File: src/design/clx_pkg.sv
`timescale 1ns / 1ps
// Shared types, constants and functions of the Coolix IR frame encoder.
package clx_pkg;

   localparam int unsigned UNIT_W       = 4;
   localparam int unsigned BIT_IDX_W    = 6;
   localparam int unsigned WORD_W       = 24;
   localparam int unsigned FRAMES_W     = 2;
   localparam int unsigned MODE_W       = 3;
   localparam int unsigned TEMP_W       = 8;
   localparam int unsigned GRAY_W       = 4;

   localparam int unsigned HEADER_UNITS_DEF    = 8;
   localparam int unsigned GAP_UNITS_DEF       = 9;
   localparam int unsigned ONE_SPACE_UNITS_DEF = 3;

   localparam logic [BIT_IDX_W-1:0] TOTAL_BITS       = 6'd48;
   localparam logic [FRAMES_W-1:0]  EXTRA_FRAMES_RST = 2'd1;

   localparam logic [WORD_W-1:0] WORD_OFF        = 24'hB27BE0;
   localparam logic [WORD_W-1:0] WORD_DEFAULT    = 24'hB2BFC8;
   localparam logic [WORD_W-1:0] WORD_AUTO_FAN   = 24'hB21FC8;
   localparam logic [WORD_W-1:0] MODE_FIELD_MASK = 24'h00000C;
   localparam logic [WORD_W-1:0] TEMP_FIELD_MASK = 24'h0000F0;
   localparam logic [1:0]        MODE_BITS_COOL  = 2'd0;
   localparam logic [1:0]        MODE_BITS_HEAT  = 2'd3;
   localparam logic [TEMP_W-1:0] TEMP_LOW        = 8'd17;
   localparam logic [TEMP_W-1:0] TEMP_HIGH       = 8'd30;

   localparam logic [MODE_W-1:0] MODE_OFF  = 3'd0;
   localparam logic [MODE_W-1:0] MODE_COOL = 3'd1;
   localparam logic [MODE_W-1:0] MODE_HEAT = 3'd2;
   localparam logic [MODE_W-1:0] MODE_AUTO = 3'd3;

   localparam logic REQ_TICK  = 1'b0;
   localparam logic REQ_START = 1'b1;

   typedef enum logic [2:0] {
      PH_IDLE      = 3'd0,
      PH_HDR_MARK  = 3'd1,
      PH_HDR_SPACE = 3'd2,
      PH_BIT_MARK  = 3'd3,
      PH_BIT_SPACE = 3'd4,
      PH_FOOT_MARK = 3'd5,
      PH_GAP       = 3'd6
   } phase_type;

   typedef struct packed {
      logic              req_type;
      logic [MODE_W-1:0] mode;
      logic [TEMP_W-1:0] target_temp;
   } req_type_type;

   typedef struct packed {
      logic              ir_level;
      logic              busy_res;
      logic              rejected;
      logic              done_res;
      logic [WORD_W-1:0] code_word;
   } rsp_type;

   // Temperature step 0..13 to the 4-bit code carried in bits 7:4.
   function automatic logic [GRAY_W-1:0] temp_gray(input logic [GRAY_W-1:0] step);
      logic [GRAY_W-1:0] code;
      case (step)
         4'd0:    code = 4'h0;
         4'd1:    code = 4'h1;
         4'd2:    code = 4'h3;
         4'd3:    code = 4'h2;
         4'd4:    code = 4'h6;
         4'd5:    code = 4'h7;
         4'd6:    code = 4'h5;
         4'd7:    code = 4'h4;
         4'd8:    code = 4'hC;
         4'd9:    code = 4'hD;
         4'd10:   code = 4'h9;
         4'd11:   code = 4'h8;
         4'd12:   code = 4'hA;
         4'd13:   code = 4'hB;
         default: code = 4'h0;
      endcase
      return code;
   endfunction

endpackage

File: src/design/coolix_ir_frame_encoder.sv
`timescale 1ns / 1ps
// Top level of the Coolix IR frame encoder: frame sequencer and result register.
//
//   channel | ports                            | carries
//   req     | req_valid, req_ready, req_data   | start request or one time-unit tick
//   rsp     | rsp_valid, rsp_ready, rsp_data   | envelope level and status, one per item
//   csr     | csr_valid, csr_ready, csr_data   | extra_frames register write
//
// Each item is handled at acceptance: the sequencer state and the output register are both
// loaded from it, so one item per clock is sustained while rsp_ready stays high.
// An item is accepted whenever the output register is empty or being drained.
// Synchronous reset idles the sequencer, clears the code word and sets extra_frames to 1.
// A stalled result holds in the output register and blocks only further requests.
module coolix_ir_frame_encoder #(
   parameter int unsigned HEADER_UNITS    = clx_pkg::HEADER_UNITS_DEF,
   parameter int unsigned GAP_UNITS       = clx_pkg::GAP_UNITS_DEF,
   parameter int unsigned ONE_SPACE_UNITS = clx_pkg::ONE_SPACE_UNITS_DEF
) (
   input  logic                          clock,
   input  logic                          reset,
   input  logic                          req_valid,
   output logic                          req_ready,
   input  clx_pkg::req_type_type         req_data,
   output logic                          rsp_valid,
   input  logic                          rsp_ready,
   output clx_pkg::rsp_type              rsp_data,
   input  logic                          csr_valid,
   output logic                          csr_ready,
   input  logic [clx_pkg::FRAMES_W-1:0]  csr_data
);
   import clx_pkg::*;

   localparam logic [UNIT_W-1:0] HDR_LEN = UNIT_W'(HEADER_UNITS);
   localparam logic [UNIT_W-1:0] GAP_LEN = UNIT_W'(GAP_UNITS);
   localparam logic [UNIT_W-1:0] ONE_LEN = UNIT_W'(ONE_SPACE_UNITS);

   phase_type              phase_ff, phase_in;
   logic [WORD_W-1:0]      word_ff, word_in;
   logic [BIT_IDX_W-1:0]   bit_index_ff, bit_index_in;
   logic [UNIT_W-1:0]      unit_count_ff, unit_count_in;
   logic [FRAMES_W-1:0]    frames_left_ff, frames_left_in;
   logic [FRAMES_W-1:0]    extra_frames_ff;
   logic                   rsp_valid_ff, rsp_valid_in;
   rsp_type                rsp_data_ff, rsp_data_in;

   logic                   req_accept;
   logic                   active;
   logic [WORD_W-1:0]      new_word;
   logic [UNIT_W-1:0]      len;
   logic [UNIT_W:0]        count_next;
   logic [BIT_IDX_W:0]     bit_next;
   logic [7:0]             seg;
   logic                   cur_bit;
   logic                   level;
   logic                   rej;
   logic                   done;
   phase_type              follow;

   clx_word_build u_word_build (
      .mode        (req_data.mode),
      .target_temp (req_data.target_temp),
      .word        (new_word)
   );

   assign req_ready  = !rsp_valid_ff || rsp_ready;
   assign req_accept = req_valid && req_ready;
   assign csr_ready  = 1'b1;
   assign active     = (phase_ff != PH_IDLE);

   // Bit being sent: byte pairs are word bytes 2,1,0, each followed by its inverse.
   always_comb begin
      case (bit_index_ff[5:4])
         2'd0:    seg = word_ff[23:16];
         2'd1:    seg = word_ff[15:8];
         default: seg = word_ff[7:0];
      endcase
      cur_bit = seg[~bit_index_ff[2:0]] ^ bit_index_ff[3];
   end

   always_comb begin
      len    = 4'd1;
      level  = 1'b0;
      follow = phase_ff;
      unique case (phase_ff)
         PH_HDR_MARK: begin
            level  = 1'b1;
            len    = HDR_LEN;
            follow = PH_HDR_SPACE;
         end
         PH_HDR_SPACE: begin
            len    = HDR_LEN;
            follow = PH_BIT_MARK;
         end
         PH_BIT_MARK: begin
            level  = 1'b1;
            follow = PH_BIT_SPACE;
         end
         PH_BIT_SPACE: begin
            len    = cur_bit ? ONE_LEN : 4'd1;
            follow = (bit_next >= {1'b0, TOTAL_BITS}) ? PH_FOOT_MARK : PH_BIT_MARK;
         end
         PH_FOOT_MARK: begin
            level  = 1'b1;
            follow = PH_GAP;
         end
         PH_GAP: begin
            len    = GAP_LEN;
            follow = PH_HDR_MARK;
         end
         default: begin
            len    = 4'd1;
            follow = PH_IDLE;
         end
      endcase
   end

   assign count_next = {1'b0, unit_count_ff} + 5'd1;
   assign bit_next   = {1'b0, bit_index_ff} + 7'd1;

   always_comb begin
      phase_in       = phase_ff;
      word_in        = word_ff;
      bit_index_in   = bit_index_ff;
      unit_count_in  = unit_count_ff;
      frames_left_in = frames_left_ff;
      rej            = 1'b0;
      done           = 1'b0;
      if (req_accept) begin
         if (req_data.req_type == REQ_START) begin
            if (active) begin
               rej = 1'b1;
            end else begin
               word_in        = new_word;
               phase_in       = PH_HDR_MARK;
               bit_index_in   = '0;
               unit_count_in  = '0;
               frames_left_in = extra_frames_ff;
            end
         end else if (active) begin
            if (count_next >= {1'b0, len}) begin
               unit_count_in = '0;
               phase_in      = follow;
               case (phase_ff)
                  PH_BIT_SPACE: bit_index_in = bit_next[BIT_IDX_W-1:0];
                  PH_HDR_SPACE: bit_index_in = '0;
                  PH_GAP: begin
                     if (frames_left_ff == '0) begin
                        done     = 1'b1;
                        phase_in = PH_IDLE;
                     end else begin
                        frames_left_in = frames_left_ff - 2'd1;
                     end
                  end
                  default: ;
               endcase
            end else begin
               unit_count_in = count_next[UNIT_W-1:0];
            end
         end
      end
   end

   always_comb begin
      rsp_data_in.ir_level  = (req_data.req_type == REQ_TICK) && active && level;
      rsp_data_in.busy_res  = (phase_in != PH_IDLE);
      rsp_data_in.rejected  = rej;
      rsp_data_in.done_res  = done;
      rsp_data_in.code_word = word_in;
      rsp_valid_in          = req_accept || (rsp_valid_ff && !rsp_ready);
   end

   always_ff @(posedge clock) begin
      if (reset) begin
         phase_ff        <= PH_IDLE;
         word_ff         <= '0;
         bit_index_ff    <= '0;
         unit_count_ff   <= '0;
         frames_left_ff  <= '0;
         extra_frames_ff <= EXTRA_FRAMES_RST;
         rsp_valid_ff    <= 1'b0;
      end else begin
         phase_ff       <= phase_in;
         word_ff        <= word_in;
         bit_index_ff   <= bit_index_in;
         unit_count_ff  <= unit_count_in;
         frames_left_ff <= frames_left_in;
         rsp_valid_ff   <= rsp_valid_in;
         if (csr_valid && csr_ready) begin
            extra_frames_ff <= csr_data;
         end
      end
   end

   // Load the result only on an accepted item; hold it otherwise.
   always_ff @(posedge clock) begin
      if (req_accept) begin
         rsp_data_ff <= rsp_data_in;
      end
   end

   assign rsp_valid = rsp_valid_ff;
   assign rsp_data  = rsp_data_ff;

endmodule

File: src/design/clx_word_build.sv
`timescale 1ns / 1ps
// Code word builder: mode and target temperature to the 24-bit frame word.
module clx_word_build (
   input  logic [clx_pkg::MODE_W-1:0] mode,
   input  logic [clx_pkg::TEMP_W-1:0] target_temp,
   output logic [clx_pkg::WORD_W-1:0] word
);
   import clx_pkg::*;

   logic [TEMP_W-1:0] temp_off;
   logic [GRAY_W-1:0] step;
   logic [WORD_W-1:0] base;
   logic              is_off;

   always_comb begin
      // Saturate to 17..30, then take the offset from 17.
      temp_off = target_temp - TEMP_LOW;
      if (target_temp < TEMP_LOW) begin
         step = '0;
      end else if (target_temp > TEMP_HIGH) begin
         step = GRAY_W'(TEMP_HIGH - TEMP_LOW);
      end else begin
         step = temp_off[GRAY_W-1:0];
      end
   end

   always_comb begin
      is_off = 1'b0;
      unique case (mode)
         MODE_COOL: base = (WORD_DEFAULT & ~MODE_FIELD_MASK)
                           | {{(WORD_W-4){1'b0}}, MODE_BITS_COOL, 2'b00};
         MODE_HEAT: base = (WORD_DEFAULT & ~MODE_FIELD_MASK)
                           | {{(WORD_W-4){1'b0}}, MODE_BITS_HEAT, 2'b00};
         MODE_AUTO: base = WORD_AUTO_FAN;
         default: begin
            base   = WORD_OFF;
            is_off = 1'b1;
         end
      endcase
   end

   assign word = is_off ? WORD_OFF
               : ((base & ~TEMP_FIELD_MASK) | {{(WORD_W-8){1'b0}}, temp_gray(step), 4'h0});

endmodule

File: config.mk
export PLATFORM = sky130hd
export DESIGN_NAME = coolix_ir_frame_encoder
export DESIGN_NICKNAME = d
export VERILOG_FILES = /design/src/design/clx_pkg.sv /design/src/design/coolix_ir_frame_encoder.sv /design/src/design/clx_word_build.sv
export SDC_FILE = /design/constraint.sdc
export NUM_CORES = 1
export LEC_CHECK = 0
export BUFFER_PORTS_ARGS = -buffer_cell sky130_fd_sc_hd__buf_2
export CORE_MARGIN = 1
export CORE_UTILIZATION = 25
export DETAILED_ROUTE_END_ITERATION = 16
export PLACE_DENSITY_LB_ADDON = 0.1
export SLEW_MARGIN = 25
export SYNTH_ARGS = -nofsm -noshare
export SYNTH_HDL_FRONTEND = slang
export SYNTH_HIERARCHICAL = 1
export SYNTH_SLANG_ARGS = --single-unit
export TNS_END_PERCENT = 1
File: constraint.sdc
create_clock -name clock -period 7.33 [get_ports clock]
set_clock_uncertainty 0.2 [all_clocks]
set_input_delay 0 -clock clock [delete_from_list [all_inputs] [get_ports clock]]
set_output_delay 0 -clock clock [all_outputs]
set_load 0.01 [all_outputs]
### Yosys cells after proc, flatten, opt, wreduce, memory -nomap -nowiden

Memory sizes are Yosys's and may differ from the RTL's.
Cells that the tools add are included.

* add/sub/neg operators: 4
* order comparisons: 5
* equal/unequal tests: 12
* muxes and demuxes: 39
* bitwise gates (word level): 7
* reduce and logical (&&, ||, !) cells: 23

Operators by type and width (count)
* 24-bit 2-to-1 mux: 4
* 16-bit case mux with 3 select lines: 1
* 3-bit 2-to-1 mux: 8
* 4-bit 2-to-1 mux: 6
* 6-bit 2-to-1 mux: 4
* 24-bit by 8-bit OR with 24-bit output: 1
* 3-bit case mux with 6 select lines: 1
* 8-bit case mux with 2 select lines: 1
* 2-bit 2-to-1 mux: 7
* 3-bit by 2-bit equality test with 1-bit output (second input constant): 4
* 4-bit case mux with 3 select lines: 1
* 6-bit case mux with 2 select lines: 1
* 3-bit equality test (second input constant): 3
* 3-bit nonzero test: 3
* 8-bit by 5-bit > comparator with 1-bit output (second input constant): 1
* 8-bit by 5-bit < comparator with 1-bit output (second input constant): 1
* 6-bit by 1-bit adder with 7-bit output (second input constant): 1
* 7-bit by 6-bit greater-or-equal comparator with 1-bit output (second input constant): 1
* 3-bit by 1-bit equality test with 1-bit output (second input constant): 2
* 6-bit AND reduction: 1
* 2-bit nonzero test: 3
* 3-bit OR reduction: 2
* 4-bit by 1-bit adder with 5-bit output (second input constant): 1
* 5-bit by 4-bit greater-or-equal comparator with 1-bit output: 1
* other kinds (18): 31

* register bits after elaboration: 70
* bits in read-only memories: 64
* input port bits: 19
* logic and storage cells: 103
* memories kept: 1

Memories
* (name not given): words 16, width 4, read ports 1, clocked after memory_dff 0, wr ports 0, RTL line clx_pkg.sv:65 `case (step)`

### Longest topological paths before layout

Gate-level depths: netlist of run 1.

* word-level depth: 13
* depth in mapped cells: 14

### Hierarchy

Netlist of run 1, hierarchy kept.

By module, submodules not included
* coolix_ir_frame_encoder: times used 1, cells each 299, area an instance 3281.9 um2
* clx_word_build: times used 1, cells each 63, area an instance 456.7 um2

### Worst setup path before layout of run 1

Ideal clock, no wire load.

* path type: reg-to-reg
* from: register bit_index_ff[4]
* to: register bit_index_ff[1]
* arrival time: 3413 ps
* required time: 7065 ps
* path slack: 3652 ps
* stages on the path, launching flop included: 15
* path buffers: 2
* clock period less this slack: 3678 ps
* cell sequence: dfxtp_1 > buf_2 > buf_6 > mux2i_1 > o21ai_0 > mux4_2 > mux2i_1 > xor2_1 > or3_1 > ha_1 > a21o_1 > a2111o_1 > a2bb2oi_2 > mux2_2 > nor2_1

* longest elaborated chain between the ends: 10
* elaborated cells on any way between the ends: 11
* classes of those cells: order compare: 1; eq/ne: 1; mux: 5; bitwise: 1; reduce/logical: 3

RTL lines
* from (decl): RTL line coolix_ir_frame_encoder.sv:39 `logic [BIT_IDX_W-1:0] bit_index_ff, bit_index_in;`
* from (signal assigned): RTL line coolix_ir_frame_encoder.sv:184 `bit_index_ff <= bit_index_in;`
* 2-bit by 1-bit equality test with 1-bit output or 2-bit logical NOT (tied branches): RTL line coolix_ir_frame_encoder.sv:72 `case (bit_index_ff[5:4])`
* 8-bit case mux with 2 select lines (*): RTL line coolix_ir_frame_encoder.sv:72
* 1-bit binary-select mux with 3-bit select (*): RTL line coolix_ir_frame_encoder.sv:77 `cur_bit = seg[~bit_index_ff[2:0]] ^ bit_index_ff[3];`
* 1-bit 2-to-1 mux (implied by the code) (*): RTL line coolix_ir_frame_encoder.sv:77
* 1-bit bitwise XOR (*): RTL line coolix_ir_frame_encoder.sv:77
* 2-bit 2-to-1 mux (*): RTL line coolix_ir_frame_encoder.sv:99 `len = cur_bit ? ONE_LEN : 4'd1;`
* 4-bit case mux with 3 select lines (*): RTL line coolix_ir_frame_encoder.sv:84 `unique case (phase_ff)`
* 5-bit by 4-bit greater-or-equal comparator with 1-bit output (*): RTL line coolix_ir_frame_encoder.sv:140 `if (count_next >= {1'b0, len}) begin`
* 2-bit nonzero test (no line) (*)
* 5-bit AND reduction (no line) (*)

Mark *: on every way between the ends. The rest lies on a longest branch, timed or not. The select of a mux whose other input is x is not followed.
A chain may end at the register's enable or synchronous reset.

### Final worst setup path of run 1

Ends and elaborated chain as after synthesis.

==> impl_results.md, run 1 <==
* I/O pins at 50
* Dominant register cell in the synthesized netlist: dfxtp_1
* CP Launch Type: register
* Post-cts sizing count at 0
* Highest achievable clock rate at 239 MHz
* Cell count after synthesis at 362
* Post-Route Utilization at a little under a third
* X dimension of the die at 124 um
* Setup slack of the worst register-to-register path at 3.15 ns
* Final Slew Violations at 0
* CTS root buf: clkbuf_16
* Synth async-reset ratio at 0%
* Fin nets at 449
* Routability-driven placement congestion ratio at 0.731
* Iteration-0 DRC Markers at 150
* Number of buffers inserted for hold repair after clock tree synthesis at 14
* Area taken by flip-flops and latches at 0.00168 mm2
* Required @ worst endpoint at around 7.4 ns
* Class of the tightest hold or removal check: primary input to register
* Area enclosed by the die boundary at 0.0154 mm2
* Number of vias per cell at 4.37
* Initial DRT Pass Iterations at 4
* Global router's overall resource usage at 11.5%
* Critical path's slowest cell: dfxtp_1
* Total core area at 0.0146 mm2
* Worst-Margin Slew at 0.914 ns
* Synthesis-stage register bit count at 70
* Tcrit/Tclk final at 57.1%
* Average detailed-routed wire length per instance at 13.7 um
* Post-CTS Setup Bufs at 0
* Startpoint of the worst hold path: req_data[9]
* Sequential share of the synthesized area at between 40% and 50%
* Most common cell type on the critical path: mux2i_1
* Area share of the leading cell type in the synthesized netlist at 22.5%
* TritonCTS clock tree: yes
* P per Cell Area at 230 mW/mm2
* Cell Rows at 44
* Cell breakdown of the critical path: mux2i_1 -> o21ai_0 -> mux4_2 -> mux2i_1 -> xor2_1 -> or3_1 -> ha_1 -> a21o_1 -> a2111o_1 -> a2bb2oi_2 -> mux2_2 -> nor2_1
* Post-CTS clock slew at the launch and capture registers of the worst setup and hold paths at 0.06 ns
* Total Power Consumption at 1040 uW
* Layout overhead on the synthesized area at 21.4%
* Most frequent standard cell in the layout excluding fill and tap cells: buf_2
* Via count of the first global-routing pass at about 2700
* Top cells by area, synth: dfxtp_1 (22%), edfxtp_1 (22%), mux2_2 (7.5%)
* Hold Fails Final Rpt at 0
* Min cycle time layout at 4.18 ns
* Netlist cell types at 59
* Setup repair after global routing missed its margin: false
* Total clock buffers created by CTS at 9
* Status: finished, final reports clean
* Worst setup EP type: register
* Most frequent cells in the layout: buf_2 (48), dfxtp_1 (42), nand2_1 (31)
* Initial Util at 25.6%
* Clock sink count at 70
* Netlist area before placement at 0.00374 mm2
* Die height at 124 um
* Antenna violation net count after detailed routing at 0
* Critical path fanouts, max at 14
* Via count at 2642
* Synthesized area per cell at a little over 10 um2
* Insertion delay to the later sink of the worst-skew pair at 0.34 ns
* Post-detailed-placement half-perimeter wirelength at 5.71 mm
* # DRC at 0
* Number of flops mapped to enable cells by yosys at 28
* Worst reg2reg startpoint: bit_index_ff[4]
* Proportion of layout cells with a drive suffix above 1 at 24.3%
* Max-cap violations at 0
* Peak supply drop at 0.109 mV
* Final total negative setup slack at 0 ns
* Filler Cell Count at roughly 1500
* Number of warnings issued by yosys at 6
* Library cell occupying the most area in the post-synthesis netlist: dfxtp_1
* Area of the multi-input gates at approximately 0.0019 mm2
* Number of failing setup endpoints in the final timing report at 0
* Leak pwr at 0.00184 uW
* Maximum number of pins on one net before global-route repair at 32
* Aggregate global routing overflow at 0
* Worst setup path startpoint: bit_index_ff[4]
* Tightest slew margin relative to the limit at about 40%
* Number of buffers on the longest clock path at 2
* Port Buffers at 48
* Category of the critical setup timing path: register to register
* Htree depth at 3
* Count of antenna diodes in the layout at 0
* Maximum cell stage delay along the critical path at just over 0.7 ns
* Endpoint arrival time on the critical path at 4.26 ns
* Wirelength, routed at approximately 8.3 mm
* Global-route wire length before repair at 13.7 mm
* Number of antenna violations at the first check in global routing at 0
==> Yosys cell counts, drive strengths merged (2+ instances only) <==
cell,n
nor3,7
inv,13
and2,24
o211a,2
mux2i,17
a31o,2
nor2b,6
nor2,26
nand3b,2
a22oi,3
a211oi,2
nand2,31
a311oi,2
mux4,2
buf,21
a41o,2
a21oi,8
dfxtp,42
nand4,4
nor4,3
nand2b,7
or3,3
ha,15
o21ai,15
conb,3
xor2,3
clkbuf,12
edfxtp,28
nand3,5
mux2,25
xnor2,3
a21o,2
a31oi,3
==> routing by layer <==
metal,wire length [um],track usage (%),part of all wire (%),vias up
li1,-,-,-,1362
met1,3880,13.8,47,1232
met2,4020,18.9,49,42
met3,305,3.95,3.7,6
met4,59,3.83,0.71,0
met5,0,0,0,-
==> logic make-up (layout without fill, tap and decap cells) <==
| kind of cell | count (synthesis) | count (layout) | share of synthesized area (%) |
|---|---|---|---|
| simple gates | 125 | 125 | 18.4 |
| flops | 70 | 70 | 45.0 |
| compound gates | 52 | 52 | 10.0 |
| buf+inv | 47 | 93 | 6.59 |
| mux | 44 | 44 | 13.3 |
| fa+ha+maj | 15 | 15 | 5.02 |
| xor+xnor | 6 | 6 | 1.41 |
| other cells | 3 | 15 | 0.301 |
==> sequential cells by signal (all words and copies together) (netlist names) <==
name,count
rsp_valid,1
unit_count_ff,4
bit_index_ff,6
rsp_data,28
extra_frames_ff,2
frames_left_ff,2
word_ff,24
phase_ff,3
==> report_power, final <==
group | switching (uW) | leakage, uW | internal (uW)
logic | 65.8 | 0.00106 | 55.2
registers | 12.3 | 0.000624 | 431
clock network | 170 | 0.000156 | 309
total | 248 | 0.00184 | 795
==> per-stage QoR <==
| step | setup WS [ns] | hold slack, ns | cell area, um2 | cells |
|---|---|---|---|---|
| 5_1_grt | 2.81 | 0.126 | 4540 | 604 |
| 3_3_place_gp | 3.16 | 0.0251 | 4070 | 574 |
| 4_1_cts | 3.11 | 0.0923 | 4540 | 604 |
| 3_5_place_dp | 3.10 | 0.0284 | 4070 | 574 |
| 6_report | 3.15 | 0.106 | 4540 | 604 |
| 2_1_floorplan | 3.65 | -0.131 | 3780 | 374 |
==> worst paths after layout <==
kind,to,cells past startpoint
hold reg to reg,frames_left_ff[1],2
setup reg to reg,bit_index_ff[1],12
hold / removal,rsp_data[3],3
setup / recovery,bit_index_ff[1],12
==> worst max-delay path, delay by kind of cell, from the launching register on <==
kind / cells / cell delay [ns]
and+or+nand+nor: 2 / 0.39
adders and majority gates: 1 / 0.28
DFF: 1 / 0.71
AOI/OAI and AO/OA: 4 / 1.14
xor gates and xnor gates: 1 / 0.10
muxes: 4 / 1.30
==> area by class of cell <==
type                    count  share of cell area (%)
flip-flops and latches     70                    37.0
well taps                 184                    5.07
multi-input cells         257                    40.9
repair buffers             63                    8.54
clock inverters             6                    2.04
inverters                  14                    1.16
clock buffers              10                    5.26
No activity file was read; power rests on OpenSTA's default activity.
==> run 2: changes to the inputs <==
--- a/config.mk
+++ b/config.mk
@@ -5,6 +5,7 @@
 export SDC_FILE = /design/constraint.sdc
 export NUM_CORES = 1
 export LEC_CHECK = 0
+export ABC_AREA = 1
 export BUFFER_PORTS_ARGS = -buffer_cell sky130_fd_sc_hd__buf_2
 export CORE_MARGIN = 1
 export CORE_UTILIZATION = 25
==> constraint.sdc (replaced) <==
create_clock -name clock -period 3.4 [get_ports clock]
set_clock_uncertainty 0.2 [all_clocks]
set_input_delay 0 -clock clock [delete_from_list [all_inputs] [get_ports clock]]
set_output_delay 0 -clock clock [all_outputs]
set_load 0.01 [all_outputs]
==> impl_results.md, run 2 <==
* Worst path buffer plus inverter count at 2 (+2)
* CP Launch Type: register
* Logic depth of the worst path, buffers included at 19 (+7)
* Synthesized area per cell at 7.75 um2 (-25%)
* Initial DRT Pass Iterations at 4 (unchanged)
* Area enclosed by the die boundary at 0.0161 mm2 (+4.0%)
* Internal at 1750 uW (+120%)
* Number of failing setup endpoints in the final timing report at 0 (unchanged)
* Netlist area before placement at 0.00389 mm2 (+4.0%)
* Maximum number of pins on one net before global-route repair at 49 (+53%)
* Worst hold slack at -0.00497 ns (-0.111 ns)
* Highest achievable clock rate at 335 MHz (+40%)
* Library cell occupying the most area in the post-synthesis netlist: dfxtp_1
* Class of the tightest hold or removal check: primary input to register
* Post-Route Utilization at 31.2% (+0.046 points)
* CTS root buf: clkbuf_16
* Gate power share at 13.8% (+2.2 points)
* Area taken by flip-flops and latches at 0.00168 mm2 (about the same)
* Area share of the leading cell type in the synthesized netlist at 21.6% (-0.87 points)
* Max-cap violations at 0 (unchanged)
* Number of buffers on the longest clock path at 2 (unchanged)
* Post-detailed-placement half-perimeter wirelength at 6.22 mm (+8.9%)
* Top cells by area, synth: dfxtp_1 (22%), edfxtp_1 (22%), inv_1 (9.5%)
* Most common cell type on the critical path: nand2_1
* Violations in the final reports: negative hold slack
* Number of antenna violations at the first check in global routing at 0 (unchanged)
* Switch Pwr at 591 uW (+140%)
* Post-CTS Setup Bufs at 0 (unchanged)
* Cell count after placement at 728 (+27%)
* Area of the multi-input gates at 0.00168 mm2 (-9.4%)
* Clock sink count at 70 (unchanged)
* Leak pwr at 0.00234 uW (+27%)
* Min cycle time layout at 2.98 ns (-1.20 ns)
* Worst setup EP type: register
* X dimension of the die at 127 um (+2.0%)
* Number of vias per cell at 4.11 (-6.1%)
* Setup repair after global routing missed its margin: false
* Most frequent cell after synthesis: inv_1
* Final total negative setup slack at 0 ns (unchanged)
* Most frequent standard cell in the layout excluding fill and tap cells: inv_1
* Synth async-reset ratio at 0% (unchanged)
* Tcrit/Tclk final at 87.7% (+31 points)
* Number of warnings issued by yosys at 6 (unchanged)
* Post-CTS clock slew at the launch and capture registers of the worst setup and hold paths at 0.06 ns (about the same)
* Iteration-0 DRC Markers at 215 (+43%)
* Number of flip-flops under the largest register name at 28 (unchanged)
* Cell breakdown of the critical path: clkinvlp_4 -> nand2_1 -> o221ai_1 -> nand3_1 -> nand2_1 -> nand2_1 -> nand2_1 -> nand2_1 -> nand3_1 -> ha_1 -> o21ai_0 -> nand3_1 -> nand2_1 -> nand2_1 -> inv_1 -> nand2_1 -> nand2_1 -> a21boi_0 -> nand2_1
* Number of cell instances on the worst register-to-register path at 19 (+7)
* Fraction of the mapped netlist area in adder cells at 4.83% (-0.19 points)
* Htree depth at 3 (unchanged)
* Netlist cell types at 39 (-34%)
* Final Slew Violations at 0 (unchanged)
* Hold Fails Final Rpt at 1 (+1)
* Endpoint arrival time on the critical path at 2.87 ns (-1.39 ns)
* Via count at 3118 (+18%)
* Maximum cell stage delay along the critical path at 0.48 ns (-0.23 ns)
* Layout overhead on the synthesized area at 21.8%
* Fin nets at 600 (+34%)
* Total clock buffers created by CTS at 9 (unchanged)
* Die height at 127 um (+2.0%)
* Largest family of logic cells by synthesized area: simple AND/OR/NAND/NOR gates
* I/O pins at 50 (unchanged)
* Total core area at 0.0152 mm2 (+4.2%)
* Post-synthesis mux area share at 0% (-13 points)
* Wirelength, routed at 8.56 mm (+3.5%)
* Proportion of layout cells with a drive suffix above 1 at 20.1% (-4.1 points)
* Most frequent cells after synthesis: inv_1 (98), nand2_1 (96), nor2_1 (61)
* Dominant register cell in the synthesized netlist: dfxtp_1
* Insertion delay to the later sink of the worst-skew pair at 0.34 ns (about the same)
* Final Instance Count excl. Fillers at 759 (+26%)
* Total Power Consumption at 2340 uW (+120%)
* Dominant delay contributor by cell family on the critical path: simple AND/OR/NAND/NOR gates
* Peak supply drop at 0.233 mV (+110%)
* Post-synthesis share of cell area spent on xor and xnor gates at 0.676% (-0.73 points)
* Aggregate global routing overflow at 0 (unchanged)
* Port Buffers at 48 (unchanged)
* Antenna violation net count after detailed routing at 0 (unchanged)
* Sequential group share of total power at 41.9% (-0.6 points)
* Cell Rows at 45 (+2.3%)
* TritonCTS clock tree: yes
* Depth of the worst hold-timing path at 2 (-1)
* Number of flops mapped to enable cells by yosys at 28 (unchanged)
* Count of antenna diodes in the layout at 0 (unchanged)
* Worst-Margin Slew at 0.712 ns (-0.202 ns)
* Status: finished, violations left
* Sequential share of the synthesized area at 43.2% (-1.7 points)
* Most frequent cells in the layout: inv_1 (98), nand2_1 (96), nor2_1 (61)
* Area fraction in compound gates after synthesis at 12.5% (+2.5 points)
* Synthesis-stage register bit count at 70 (unchanged)
* Average detailed-routed wire length per instance at 11.3 um (-18%)
* Required @ worst endpoint at 3.28 ns (-4.13 ns)
* P per Cell Area at 494 mW/mm2 (+110%)
* Filler Cell Count at 1665 (+12%)
* Category of the critical setup timing path: register to register
* Global router's overall resource usage at 11.7% (+0.29 points)
* Critical path fanouts, max at 11 (-3)
* Clock share of power at 44.3% (-1.6 points)
* Cell count after synthesis at 502 (+39%)
* Tightest slew margin relative to the limit at 52.5% (+14 points)
* # DRC at 0 (unchanged)
* Switching share of power at 25.3% (+1.5 points)
* Initial Util at 25.6% (-0.046 points)
* Global-route wire length before repair at 14.6 mm (+5.9%)
* Routability-driven placement congestion ratio at 0.823 (+13%)
* Simple logic cell fraction of the synthesized area at 23.6% (+5.2 points)
* Via count of the first global-routing pass at 3080 (+15%)
* Critical path's slowest cell: dfxtp_2
## run 2: worst reg2reg max path, stage by stage, from the launching register on
cell and delay [ns]:
dfxtp_2 0.48, clkinvlp_4 0.19, nand2_1 0.17, o221ai_1 0.13, nand3_1 0.12, nand2_1 0.06
nand2_1 0.08, nand2_1 0.06, nand2_1 0.05, nand3_1 0.07, ha_1 0.28, o21ai_0 0.07
nand3_1 0.08, nand2_1 0.07, nand2_1 0.11, inv_1 0.10, nand2_1 0.07, nand2_1 0.05
a21boi_0 0.22, nand2_1 0.08
## run 2: layout make-up
cell class | count | share of cell area, %
Clock inverter | 4 | 1.48
Sequential cell | 70 | 35.5
Multi-Input combinational cell | 313 | 35.5
Tap cell | 188 | 4.97
Timing Repair Buffer | 65 | 8.51
Clock buffer | 12 | 5.41
Timing Repair inverter | 1 | 0.158
Inverter | 106 | 8.48
## run 2: path summary, 6_finish.rpt
path / slack [ns] / startpoint / to
max: 0.42 / bit_index_ff[5] / rsp_data[26]
min: -0.005 / reset / unit_count_ff[2]
max reg2reg: 0.42 / bit_index_ff[5] / rsp_data[26]
min reg2reg: 0.27 / frames_left_ff[1] / frames_left_ff[1]
## run 2: per-layer routing
layer,vias to the layer above,part of all wire [%],global-route usage [%]
met5,-,0,0
met4,0,2.1,6.30
met3,10,2.9,2.40
met2,39,45,18.8
met1,1394,50,14.9
li1,1675,-,-
## run 2: per-stage QoR
step	cell area [um2]	hold WS, ns	setup slack (ns)
after global routing	4740	0.0494	0.0165
after CTS	4720	0.0200	0.187
final	4740	-0.00497	0.417
after global placement	4260	0.0177	0.299
after detailed placement	4260	0.0199	0.194
after floorplan	3930	-0.0779	0.669
## run 2: repair_timing
item,CTS,global route
hold buffers,14,0
endpoints found under the setup margin,0,15
gates resized for setup,0,3
hold endpoints to repair,9,0
## run 2: power groups by stage
| stage | clock network [uW] | registers, uW | logic (uW) |
|---|---|---|---|
| finish | 1040 | 981 | 322 |
| global route | 1110 | 987 | 374 |
| CTS | 1070 | 981 | 328 |
| detailed placement | 0 | 999 | 314 |
| global placement | 0 | 999 | 312 |
| floorplan | 0 | 1000 | 222 |
## run 2: kinds of logic after synthesis
| kind of cell | count (synthesis) |
|---|---|
| other | 3 |
| adders and majority gates | 15 |
| DFF | 70 |
| buffers and inverters | 131 |
| xor gates and xnor gates | 3 |
| AOI/OAI and AO/OA | 73 |
| and+or+nand+nor | 207 |
